$ cat config.mk
export PLATFORM = sky130hd
export DESIGN_NAME = pcorr_fifo
export DESIGN_NICKNAME = d
export VERILOG_FILES = /design/src/rtl/pcorr_fifo.sv
export SDC_FILE = /design/constraint.sdc
export NUM_CORES = 1
export LEC_CHECK = 0
export ABC_AREA = 1
export BUFFER_PORTS_ARGS = -buffer_cell sky130_fd_sc_hd__buf_4
export CORE_AREA = 2 2 39 41
export DETAILED_ROUTE_END_ITERATION = 6
export DIE_AREA = 0 0 41 43
export GPL_TIMING_DRIVEN = 1
export HOLD_SLACK_MARGIN = 0.1
export PLACE_DENSITY_LB_ADDON = 0.1
export SLEW_MARGIN = 0
export SYNTH_ARGS = -nofsm -noshare
export SYNTH_HDL_FRONTEND = slang
export SYNTH_SLANG_ARGS = --single-unit
$ cat constraint.sdc
create_clock -name clk -period 1.4 [get_ports clk]
set_input_delay 0.07 -clock clk [delete_from_list [all_inputs] [get_ports clk]]
set_output_delay 0.07 -clock clk [all_outputs]
set_load 0.01 [all_outputs]
$ cat src/rtl/pcorr_fifo.sv
// Small register queue, generic over the entry type.
// Depends on nothing; used for the command queue and the result queue.
module pcorr_fifo #(
    parameter type T     = logic,
    parameter int  DEPTH = 2
) (
    input  logic clk,
    input  logic rst_n,
    input  logic push,
    input  T     data_in,
    output logic full,
    input  logic pop,
    output T     data_out,
    output logic empty
);

    localparam int PTR_W = (DEPTH > 1) ? $clog2(DEPTH) : 1;
    localparam int CNT_W = $clog2(DEPTH + 1);

    T                 mem_reg [DEPTH];
    logic [PTR_W-1:0] wr_ptr_reg, rd_ptr_reg;
    logic [CNT_W-1:0] count_reg;
    logic             do_push, do_pop;

    assign full     = (count_reg == CNT_W'(DEPTH));
    assign empty    = (count_reg == '0);
    assign do_push  = push && !full;
    assign do_pop   = pop && !empty;
    assign data_out = mem_reg[rd_ptr_reg];

    always_ff @(posedge clk)
    begin
        if (do_push)
        begin
            mem_reg[wr_ptr_reg] <= data_in;
        end
    end

    always_ff @(posedge clk or negedge rst_n)
    begin
        if (!rst_n)
        begin
            wr_ptr_reg <= '0;
            rd_ptr_reg <= '0;
            count_reg  <= '0;
        end
        else
        begin
            if (do_push)
            begin
                wr_ptr_reg <= (wr_ptr_reg == PTR_W'(DEPTH - 1)) ? '0 : wr_ptr_reg + 1'b1;
            end
            if (do_pop)
            begin
                rd_ptr_reg <= (rd_ptr_reg == PTR_W'(DEPTH - 1)) ? '0 : rd_ptr_reg + 1'b1;
            end
            if (do_push && !do_pop)
            begin
                count_reg <= count_reg + 1'b1;
            end
            else if (do_pop && !do_push)
            begin
                count_reg <= count_reg - 1'b1;
            end
        end
    end

endmodule

==> reports/results.txt <==
The flow ran to the end, and the final reports show no timing, DRC or antenna violations. The tools report the kind of end point of the critical path as a flop. Number of antenna violations at the first check in global routing: 0. The die outline width is 41 um. The detailed router finished its first iteration with 10 violations. The startpoint identified for the worst register-to-register timing path is count_reg[1].

The slew at the pin with the worst max-slew slack was 239.1 ps; the maximum level of the CTS H-tree was 1. TritonCTS built the clock tree. The kind of cell with the highest combined delay along the critical path is flip-flops.

Classification of the worst setup path: reg2reg. The height of the die works out to 43 um. Wire length per cell: 8.791 um. The run gives 76.16 ps as the post-route worst setup slack. The endpoint of the worst-slack reg-to-reg timing path is count_reg[1]. The final count of hold timing violations was 0. The highest clock frequency the design can meet was 0.7554 GHz; the static power due to leakage was 0.2334 nW. Summed over all layers, the global routing overflow is 0. The congestion estimate from routability-driven global placement came to 0.6882.

Synthesis inferred 6 register bits. The logs give 22.06% for the initial core utilization and 0 for the final-report max-slew violation count. The largest individual stage delay along the critical path comes from the cell sky130_fd_sc_hd__dfrtp_1. The first detailed-routing pass took 3 iterations. The cell area that synthesis handed to floorplanning was 305.3 sq um. The smallest clock period supported by the final layout is computed as 1324 ps. The most common library cell in the layout ignoring fill and taps is sky130_fd_sc_hd__nand2_1. OpenSTA, run right after detailed placement, puts the worst setup slack at 49.06 ps.

Final sum of negative setup slack: 0 ps. The count of unique library cells instantiated by Yosys is 12, and the cell count of the worst reg-to-reg path is 8. The logs give 1.360 ps for the worst clock skew and 1470 ps for the arrival time at the worst endpoint. For this design the ratio of total power to cell area is 2044 mW/mm^2.

The top cell types in the final layout, fill and taps aside, are sky130_fd_sc_hd__nand2_1, sky130_fd_sc_hd__inv_1, sky130_fd_sc_hd__buf_4. The tools report the placement row count as 14. The I/O pin count is 8, and the relative max-transition margin is 83.89%. The final hold slack is 147.5 ps, and the clock sink count is 6. Input and output buffers added on the ports amount to 7. The register clock-pin slew on the reported worst setup and hold paths is 50 ps, and the Yosys warning count is 0. The tools report the total core area as 0.001384 sq mm. The number of antenna diodes in the final layout is 0. No sink is reached through more buffers than the 2 on the longest clock path. The worst setup path is launched from a flop. Across all layers, the routed design uses 258 vias.

The largest voltage drop on the vdd net was 696.6 uV. The maximum number of pins on one net before global-route repair is 5. The run gives 0 as the post-CTS setup repair buffer count.

For this run, the slowest stage of the critical path takes 380 ps. The number of buffers added by the clock tree synthesis step was 3; the clock latency on the worst-skew pair was 250 ps. The maximum fanout along the worst path works out to 4. After routing the design area is 437.9 sq um. The number of buffers and inverters on the critical path is 2. Data on the critical path is required at its endpoint by 1540 ps.

Summed over all layers, the routed wires come to 589 um. The net count after synthesis came out at 43. Once placement finished, the instance area stood at 385.4 sq um. After synthesis, flip-flops and latches occupy 52.46% of the total area.

The die covers 0.001763 sq mm. The per-cell via count in the routed design works out to 3.851. The post-detailed-route count of antenna-violating nets was 0. The worst register-to-register path has a setup slack of 80 ps.

The global-route wire length before repair came out at 952 um. The tools report the total DRC errors in the routed layout as 0. The total of endpoints with negative setup slack in the final report was 0; the portion of the clock cycle consumed by the worst path in the final layout was 94.56%. For the cell count after synthesis, the log shows 37. Setup repair after global routing left no endpoint under its margin. The via count of the first global-routing pass is 224. Relative to the synthesized area, the layout overhead comes to 43.44%. The number of nets in the finished design was 59. Cell chosen for the clock root: sky130_fd_sc_hd__clkbuf_4.

Global routing consumed, over all layers together, 8.678% of the routing resources. The worst min-delay path class was in2async. The critical path goes through inv_1 -> nor2_2 -> nor2_2 -> ha_1 -> inv_1 -> nand3_1 -> nand2_1 -> nand2_1. The reported max-cap violation count is 0, and the share of post-route cells with drive strength above 1 is 25.49%.

The average instance in the mapped netlist occupies 8.251 sq um. For this run, the share of the core covered by cells in the final layout is 31.65%.
where the power goes:
group          internal, mW  switching (mW)
sequential            0.260          0.0543
clock                0.0976          0.0720
combinational         0.195           0.216
logic make-up (layout without fill, tap and decap cells):
family / after synthesis / count (layout) / share of synthesized area, %
AOI/OAI and AO/OA: 2 / 2 / 3.279
xor gates and xnor gates: 1 / 1 / 2.869
adders and majority gates: 1 / 1 / 4.098
buffers and inverters: 8 / 22 / 9.836
DFF: 6 / 6 / 52.46
and+or+nand+nor: 19 / 19 / 27.46
routing by layer:
metal / share of wire [%] / vias up / track usage [%]
met5: 0 / - / 0
li1: - / 140 / -
met4: 4.4 / 0 / 6.000
met2: 35 / 10 / 9.375
met1: 52 / 105 / 12.42
met3: 8.5 / 3 / 4.712
stage by stage:
| step | power (mW) | cells |
|---|---|---|
| 2_1_floorplan | 0.5690 | 37 |
| 3_3_place_gp | 0.7125 | 61 |
| 3_5_place_dp | 0.7209 | 61 |
| 4_1_cts | 0.9022 | 67 |
| 5_1_grt | 0.9832 | 67 |
| 6_report | 0.8951 | 67 |
Yosys cell counts (all sizes together):
library cell | number | area share, %
edfxtp | 2 | 20
nand3b | 1 | 2.5
nand3 | 1 | 1.6
o21ai | 2 | 3.3
xnor2 | 1 | 2.9
nand4 | 1 | 2.1
dfrtp | 4 | 33
nand2 | 12 | 15
nor2 | 4 | 6.6
inv | 8 | 9.8
ha | 1 | 4.1
area by class of cell:
type                            instances  area, sq um
Tap cell                               16        20.02
Inverter                                8        30.03
Multi-Input combinational cell         23        115.1
Clock buffer                            3        22.52
Fill cell                             147        945.9
Timing Repair Buffer                   11        90.09
Sequential cell                         6        160.2
worst max path at each step:
stage          cells after the start  slack (ps)      endpoint         start
2_1_floorplan                      7          90  count_reg[1]  count_reg[0]
3_3_place_gp                       6          60  count_reg[1]  count_reg[1]
3_5_place_dp                       6          50  count_reg[1]  count_reg[0]
4_1_cts                            6          40  count_reg[1]  count_reg[0]
5_1_grt                            8         0.3  count_reg[1]  count_reg[1]
6_report                           8          80  count_reg[1]  count_reg[1]
worst register-to-register path: stages (launching register included):
cell                      delay, ps
sky130_fd_sc_hd__dfrtp_1        380
sky130_fd_sc_hd__inv_1           90
sky130_fd_sc_hd__nor2_2         120
sky130_fd_sc_hd__nor2_2          60
sky130_fd_sc_hd__ha_1           310
sky130_fd_sc_hd__inv_1           80
sky130_fd_sc_hd__nand3_1         70
sky130_fd_sc_hd__nand2_1         60
sky130_fd_sc_hd__nand2_1         50
repair_timing:
| action | 4_1_cts | 5_1_grt |
|---|---|---|
| endpoints found under the setup margin | 0 | 1 |
| hold buffers | 3 | 0 |
| gates resized for setup | 0 | 1 |
| hold endpoints to repair | 7 | 0 |
Note: power is estimated with default switching activity, not from simulation.
