`src/rtl/pcorr_pkg.sv`:
```
// Shared types and constants for the pulse template correlator.
// Item, command and result structs, operation and register codes.
// No dependencies; imported by the front, back and top modules.
package pcorr_pkg;

    localparam int SAMPLE_W    = 16;   // Q1.15 sample
    localparam int PROD_W      = 2 * SAMPLE_W;
    localparam int SUM_W       = 48;   // Q18.30 accumulator
    localparam int POS_W       = 12;   // load address and pulse positions
    localparam int TLEN_W      = 11;
    localparam int BLEN_W      = 13;
    localparam int CFG_DATA_W  = 13;
    localparam int CFG_INDEX_W = 1;
    // Run length and counters; wide enough for the full depth parameter range.
    localparam int LEN_W       = 21;

    localparam int DEF_TEMPLATE_DEPTH = 1024;
    localparam int DEF_BLOCK_DEPTH    = 4096;
    localparam int TLEN_RESET         = 1024;
    localparam int BLEN_RESET         = 4096;
    localparam int QUEUE_DEPTH        = 2;

    typedef enum logic [1:0] {
        OP_LOAD_TEMPLATE = 2'd0,
        OP_LOAD_DATA     = 2'd1,
        OP_PHI           = 2'd2,
        OP_LAMBDA        = 2'd3
    } op_t;

    typedef enum logic [CFG_INDEX_W-1:0] {
        REG_TEMPLATE_LENGTH = 1'b0,
        REG_BLOCK_LENGTH    = 1'b1
    } cfg_reg_t;

    typedef enum logic {
        KIND_PHI    = 1'b0,
        KIND_LAMBDA = 1'b1
    } kind_t;

    typedef struct packed {
        op_t                        operation;
        logic [POS_W-1:0]           load_address;
        logic signed [SAMPLE_W-1:0] sample_value;
        logic [POS_W-1:0]           position_a;
        logic [POS_W-1:0]           position_b;
    } item_t;

    typedef struct packed {
        logic signed [SUM_W-1:0] sum_value;
        kind_t                   result_kind;
    } result_t;

    // Classified command handed from front to back.
    typedef struct packed {
        op_t                        op;
        logic [POS_W-1:0]           addr;
        logic signed [SAMPLE_W-1:0] sample;
        logic [LEN_W-1:0]           len;     // products to accumulate
        logic [POS_W-1:0]           offset;  // start of second operand
    } cmd_t;

endpackage

```
`src/rtl/pcorr_front.sv`:
```
// Front end: length registers, item intake and classification into commands.
// Works out run length and second-operand offset for each query.
// Depends on pcorr_pkg.
module pcorr_front import pcorr_pkg::*; #(
    parameter int TEMPLATE_DEPTH = DEF_TEMPLATE_DEPTH,
    parameter int BLOCK_DEPTH    = DEF_BLOCK_DEPTH
) (
    input  logic                   clk,
    input  logic                   rst_n,
    input  logic                   cfg_write,
    input  logic [CFG_INDEX_W-1:0] cfg_index,
    input  logic [CFG_DATA_W-1:0]  cfg_data,
    input  logic                   push,
    input  item_t                  item,
    input  logic                   cmd_full,
    output logic                   cmd_push,
    output cmd_t                   cmd
);

    localparam int CALC_W = LEN_W + 2;
    localparam logic [LEN_W-1:0] TLEN_INIT =
        LEN_W'((TLEN_RESET > TEMPLATE_DEPTH) ? TEMPLATE_DEPTH : TLEN_RESET);
    localparam logic [LEN_W-1:0] BLEN_INIT =
        LEN_W'((BLEN_RESET > BLOCK_DEPTH) ? BLOCK_DEPTH : BLEN_RESET);

    // Effective lengths, already clamped to the store depths.
    logic [LEN_W-1:0] eff_t_reg, eff_b_reg;
    logic [TLEN_W-1:0] tlen_in;
    logic [BLEN_W-1:0] blen_in;

    logic signed [CALC_W-1:0] pa, pb, lo, hi, gap, lim_t, lim_b, lim;
    logic [POS_W-1:0]         offset;

    assign tlen_in = cfg_data[TLEN_W-1:0];
    assign blen_in = cfg_data[BLEN_W-1:0];

    always_ff @(posedge clk or negedge rst_n)
    begin
        if (!rst_n)
        begin
            eff_t_reg <= TLEN_INIT;
            eff_b_reg <= BLEN_INIT;
        end
        else if (cfg_write)
        begin
            unique case (cfg_reg_t'(cfg_index))
                REG_TEMPLATE_LENGTH:
                begin
                    eff_t_reg <= (int'(tlen_in) > TEMPLATE_DEPTH) ?
                                 LEN_W'(TEMPLATE_DEPTH) : LEN_W'(tlen_in);
                end
                REG_BLOCK_LENGTH:
                begin
                    eff_b_reg <= (int'(blen_in) > BLOCK_DEPTH) ?
                                 LEN_W'(BLOCK_DEPTH) : LEN_W'(blen_in);
                end
                default:
                begin
                end
            endcase
        end
    end

    // Run length: phi min(T, B - a); lambda min(T - d, B - hi), d = hi - lo.
    always_comb
    begin
        pa  = CALC_W'(item.position_a);
        pb  = CALC_W'(item.position_b);
        lo  = (pa > pb) ? pb : pa;
        hi  = (pa > pb) ? pa : pb;
        gap = hi - lo;
        if (item.operation == OP_LAMBDA)
        begin
            lim_t  = CALC_W'(eff_t_reg) - gap;
            lim_b  = CALC_W'(eff_b_reg) - hi;
            offset = gap[POS_W-1:0];
        end
        else
        begin
            lim_t  = CALC_W'(eff_t_reg);
            lim_b  = CALC_W'(eff_b_reg) - pa;
            offset = item.position_a;
        end
        lim = (lim_t < lim_b) ? lim_t : lim_b;
    end

    assign cmd_push   = push && !cmd_full;
    assign cmd.op     = item.operation;
    assign cmd.addr   = item.load_address;
    assign cmd.sample = item.sample_value;
    assign cmd.offset = offset;
    assign cmd.len    = (lim[CALC_W-1] || lim == '0) ? '0 : lim[LEN_W-1:0];

endmodule

```
`config.mk`:
```
export PLATFORM = sky130hd
export DESIGN_NAME = pcorr_front
export DESIGN_NICKNAME = d
export VERILOG_FILES = /design/src/rtl/pcorr_pkg.sv /design/src/rtl/pcorr_front.sv
export SDC_FILE = /design/constraint.sdc
export NUM_CORES = 1
export LEC_CHECK = 0
export ABC_AREA = 1
export BUFFER_PORTS_ARGS = -buffer_cell sky130_fd_sc_hd__clkbuf_2
export CAP_MARGIN = 20
export CORE_ASPECT_RATIO = 1.1
export CORE_UTILIZATION = 54
export CTS_CLUSTER_SIZE = 10
export DETAILED_ROUTE_END_ITERATION = 7
export PLACE_DENSITY_LB_ADDON = 0.08
export SLEW_MARGIN = 0
export SYNTH_ARGS = -nofsm -noshare
export SYNTH_HDL_FRONTEND = slang
export SYNTH_SLANG_ARGS = --single-unit
```
`constraint.sdc`:
```
create_clock -name clk -period 8.9 [get_ports clk]
set_input_delay 0.445 -clock clk [delete_from_list [all_inputs] [get_ports clk]]
set_output_delay 0.445 -clock clk [all_outputs]
set_load 0.02 [all_outputs]
```
==> flow_summary.ini, run 1 <==
[sta]
slew_headroom_pct = 49.24
finalSetupViolations = 0
final-hold-violation-count = 0
max_freq_ghz = 0.1245
finalWorstSetupSlack_ps = 868.5
finalMaxSlewViolations = 0
finalClockSkew_ps = 0
fin_setup_tns_ps = 0
post-route-min-period_ps = 8032
period_share_pct = 90.24
worst_pin_slew_ps = 758.6
grt_setup_unrepaired = false

[cts]
clk_pin_slew_ps = 80
cts_buffer_depth = 2
cts_buffers = 3
cts_hold_buf = 0
cts_setup_buffers = 0
ctsRootBufferMaster = clkbuf_8
cts-htree-levels = 1
cts_tree = done
cts.repair.resized = 0
worstSkewPairLatency_ps = 270
clock_sink_count = 24

[worst_setup_path]
worstRegToRegCells = 2
crit_family = simple AND/OR/NAND/NOR gates
start_kind = input pin
r2r_setup_slack_ps = 8070
r2r_start = eff_b_reg[12]$_DFFE_PN1P_
critical_path.max_fanout = 22
worst-path-buf-inv = 6
cp.required_ps = 8460
cp.arrival_ps = 7590
path_class = input pin to output pin
regToRegEndpoint = eff_b_reg[12]$_DFFE_PN1P_
crit_slowest_cell = ha_1
crit_path_max_incr_delay_ps = 390
end_kind = output pin
crit_top_cell = nor2_1

[global_route]
grt-ovfl-total = 0
antenna_found_initial = 0
grt.total_usage_pct = 28.97
grt_max_degree = 31
grt_pass1_wl_um = 21570
grt_pass1_vias = 4648

[detailed_routing]
route.detailed.drc = 0
wl_met2_um = 6294
vias_per_cell = 5.334
antenna_left = 0
wl_met1_um = 5965
drt_iter0_drc = 264
drtPass1Iterations = 5
routed-wl-met3_um = 499
num_vias = 5030
routed_wl_um = 13050
routedWlPerCell_um = 13.84
routed.top_layer = met4

[synth]
ys_ff_latch = 24
syn-mean-instance-area_um2 = 6.056
synth.distinct_cells = 40
yosys_warnings = 0
ys_seq_area_share_pct = 12.65
synth_area_mm2 = 0.004766
syn-num-nets = 915
syn_inst = 787

[placed_design]
gp_congestion = 0.9628
placement.io_buffers = 80
dpl.hpwl_um = 11100
pre_cts_slack_ps = 713.7

[die]
die_area_mm2 = 0.009206
die-height_um = 100.5
die_w_um = 91.57
io_pins = 137
start_util_pct = 56.39
rows = 35
core_area_mm2 = 0.008452

[status]
status = completed

[power_and_ir_drop]
total_power_mw = 0.9406
p_per_area_mw_per_mm2 = 184.7
ir_drop_mv = 0.1392
p_leak_nw = 3.057

[final_layout]
drive_gt1_share_pct = 17.19
seqCellArea_um2 = 603.1
area_growth_pct = 6.879
antenna_cells = 0
multi_input_comb_area_mm2 = 0.003448
nFillCells = 851
fin_util_pct = 60.27
largest_reg_flops = 13
finalNetCount = 961

[run]
maxCapViolations = 0

[hold_path]
hold_path_class = input pin to async pin
## layout by cell type (no fill, tap or decap), types with 9 or more instances in the layout
master    instances
nand2_1         220
inv_1           104
o21ai_0          48
nand2_2          11
xor2_1           12
dfrtp_1          22
a21oi_1          35
clkbuf_2         80
nand3_1          81
nor2_1           64
ha_1             53
nor2_2            9
## synthesized netlist by cell type
cell       count  area (µm²)
nand3_4        5       87.58
buf_4         30       225.2
clkinv_1       1       3.750
buf_1          1       3.750
nand3_2        4       40.04
nand2_1      221       829.6
xor2_1        12       105.1
nand4_1        7       43.79
inv_2          7       26.28
o31ai_1        2       15.01
nor4_1         2       12.51
a211oi_1       1       7.510
a2111oi_0      1       8.760
xnor2_1        7       61.31
a22o_1         6       52.55
or2_2          4       25.02
o21ai_2        2       17.52
a21o_1         2       15.01
nor2_2         9       56.30
nor3_1         2       10.01
nand2_4        7       78.83
a31oi_1        2       12.51
nand3_1       81       405.4
ha_1          53       663.1
nand2_2       10       62.56
buf_6          3       33.78
o21ai_0       50       250.2
fa_1           2       40.04
o21bai_1       4       30.03
inv_1        104       390.4
o211ai_1       2       15.01
o21ai_1        4       20.02
clkbuf_1       9       33.78
dfrtp_1       22       550.5
nor2_1        64       240.2
nand3b_1       3       22.52
a21oi_1       35       175.2
a21oi_2        3       26.28
dfstp_2        2       52.55
a21oi_4        1       16.27
## report_power, final
group	internal [mW]	switching (mW)	leakage, nW
combinational	0.249	0.485	2.72
clock	0.0395	0.0339	0.0288
sequential	0.122	0.0120	0.308
## worst max-delay path by stage
stage	start	to	slack [ps]	cells past startpoint
after floorplan	item[9]	cmd[12]	2220	41
after global placement	item[10]	cmd[16]	980	44
after detailed placement	item[10]	cmd[13]	710	45
after CTS	item[10]	cmd[13]	680	45
after global routing	item[10]	cmd[32]	130	44
final	item[9]	cmd[13]	870	44
## per-layer routing
| layer | track usage, % | up-vias |
|---|---|---|
| li1 | - | 2622 |
| met1 | 37.58 | 2260 |
| met2 | 52.34 | 119 |
| met3 | 1.659 | 29 |
| met4 | 7.570 | 0 |
| met5 | 0 | - |
## cell type report
type                            count  area share (%)
Tap cell                          111           2.727
Clock buffer                        4           1.081
Timing Repair Buffer               84           8.401
Multi-Input combinational cell    608           67.70
Inverter                          112           8.253
Sequential cell                    24           11.84
## per-stage QoR
stage	instances	instance area, µm²	hold slack [ps]
after detailed placement	938	5031	468.8
final	943	5094	164.7
after global placement	938	5031	459.6
after global routing	943	5094	205.8
after CTS	942	5086	180.4
after floorplan	787	4766	149.4
## cells by family after synthesis
family,count (synthesis),synth area share [%]
AND/OR/NAND/NOR,419,40.17
XOR/XNOR,19,3.492
buffers and inverters,155,15.04
adder cells (fa/ha/maj),55,14.75
AO/OA/AOI/OAI,115,13.89
flip-flops,24,12.65
No activity file was read; power rests on OpenSTA's default activity.
==> inputs of run 2 (changes only) <==
Settings changed: CORE_UTILIZATION 54 to 42.
==> run 2 against run 1 <==
  * Clock skew stayed put
  * Fmax is 0.48% lower
  * Sequential share of layout area is 0.17 points lower
  * Largest cell class unchanged
  * Die area is 28% higher
  * Critical endpoint is now cmd[23]
  * Design area is 1.5% higher
  * Combinational power is 0.7% higher
  * Critical path type unchanged
  * Via count is 0.64% lower
  * Worst setup slack worse by 39 ps
==> flow_summary.ini, run 2 (same netlist as run 1, synthesis figures left out) <==
[sta]
post-route-min-period_ps = 8070
finalWorstSetupSlack_ps = 829.7
finalMaxSlewViolations = 0
fin_setup_tns_ps = 0
grt_setup_unrepaired = false
worst_pin_slew_ps = 749.0
whs_ps = 192.8
final-hold-violation-count = 0
finalClockSkew_ps = 0
max_freq_ghz = 0.1239
finalSetupViolations = 0
period_share_pct = 90.68
slew_headroom_pct = 49.88

[final_layout]
finalNetCount = 961
multi_input_comb_area_mm2 = 0.003446
final_cell_mix = 221 x nand2_1, 104 x inv_1, 81 x nand3_1
drive_gt1_share_pct = 17.07
seqCellArea_um2 = 603.1
antenna_cells = 0
final_area_mm2 = 0.005170
area_growth_pct = 8.480
final_common_cell = nand2_1
nFillCells = 1159
largest_reg_flops = 13
fin_cells = 979
fin_util_pct = 47.17

[cts]
cts_buffers = 3
cts_buffer_depth = 2
cts_setup_buffers = 0
cts_tree = done
clk_pin_slew_ps = 60
cts-htree-levels = 1
worstSkewPairLatency_ps = 250
clock_sink_count = 24
ctsRootBufferMaster = clkbuf_16

[detailed_routing]
drt_iter0_drc = 246
vias_per_cell = 5.105
routed_wl_um = 13850
drtPass1Iterations = 5
routedWlPerCell_um = 14.14
antenna_left = 0
num_vias = 4998
route.detailed.drc = 0

[global_route]
grt_max_degree = 31
grt-ovfl-total = 0
grt_pass1_vias = 4602
grt_pass1_wl_um = 22700
grt.total_usage_pct = 23.52
grt.busiest_layer = met2
grt_use_met1_pct = 31.54
antenna_found_initial = 0
grt_use_met2_pct = 42.55
use_met3_pct = 1.600

[run]
maxCapViolations = 0

[placed_design]
gp_congestion = 0.9241
dpl.hpwl_um = 11750
pre_cts_slack_ps = 768.4
placed_area_mm2 = 0.005076
placement.io_buffers = 80
dp_cells = 974

[worst_setup_path]
end_kind = output pin
path_class = input pin to output pin
cp.required_ps = 8460
crit_path_max_incr_delay_ps = 520
critical_path.max_fanout = 22
start_kind = input pin
crit_slowest_cell = o21ai_0
cp.arrival_ps = 7630
crit_top_cell = nand2_1

[power_and_ir_drop]
p_per_area_mw_per_mm2 = 189.2
ir_drop_mv = 0.1135
total_power_mw = 0.9783
p_leak_nw = 3.071

[die]
start_util_pct = 43.48
die_w_um = 103.6
io_pins = 137
die-height_um = 113.7
die_area_mm2 = 0.01178
core_area_mm2 = 0.01096
rows = 40

[hold_path]
hold_path_class = input pin to async pin

[status]
status = completed
[run 2: changes by cell type in the layout (fill, tap and decap cells not counted)]
cell       change
clkbuf_16      +3
nand2_2        -1
clkbuf_8       -3
nand2_1        +1
[run 2: timing repair]
action,CTS,global route
setup endpoints to repair,0,21
resized for setup,0,2
hold buffers,0,0
[run 2: path summary, 6_finish.rpt]
| path | start | end | slack [ps] | depth (start not counted) |
|---|---|---|---|---|
| worst min-delay path | rst_n | eff_b_reg[0]$_DFFE_PN0P_ | 190 | 1 |
| max in group asynchronous | rst_n | eff_t_reg[7]$_DFFE_PN0P_ | 8310 | 1 |
| worst min register to register | eff_b_reg[2]$_DFFE_PN0P_ | eff_b_reg[2]$_DFFE_PN0P_ | 500 | 2 |
| min in group clk | cfg_data[11] | eff_b_reg[11]$_DFFE_PN0P_ | 440 | 2 |
| worst max register to register | eff_b_reg[12]$_DFFE_PN1P_ | eff_b_reg[12]$_DFFE_PN1P_ | 8090 | 2 |
| worst max-delay path | item[9] | cmd[23] | 830 | 44 |
[run 2: area by class of cell]
cell class	count	share of cell area, %
clock buffers	4	1.718
inverters	112	8.132
multi-input cells	608	66.65
flip-flops and latches	24	11.67
well taps	147	3.558
repair buffers	84	8.277
[run 2: metal layers]
metal,vias up,routed length (µm)
met5,-,0
met4,0,133
met3,10,423
met2,104,6651
met1,2260,6637
li1,2624,-
[run 2: critical path: cells and delay by family]
family	cells	cell delay (ps)
buf+inv	5	540
compound gates	11	2430
simple gates	25	3290
fa+ha+maj	3	920
[run 2: power by group]
part           switching, mW  total [mW]  internal [mW]
Combinational          0.491       0.739          0.248
Clock                 0.0368       0.105         0.0686
Sequential            0.0116       0.133          0.122
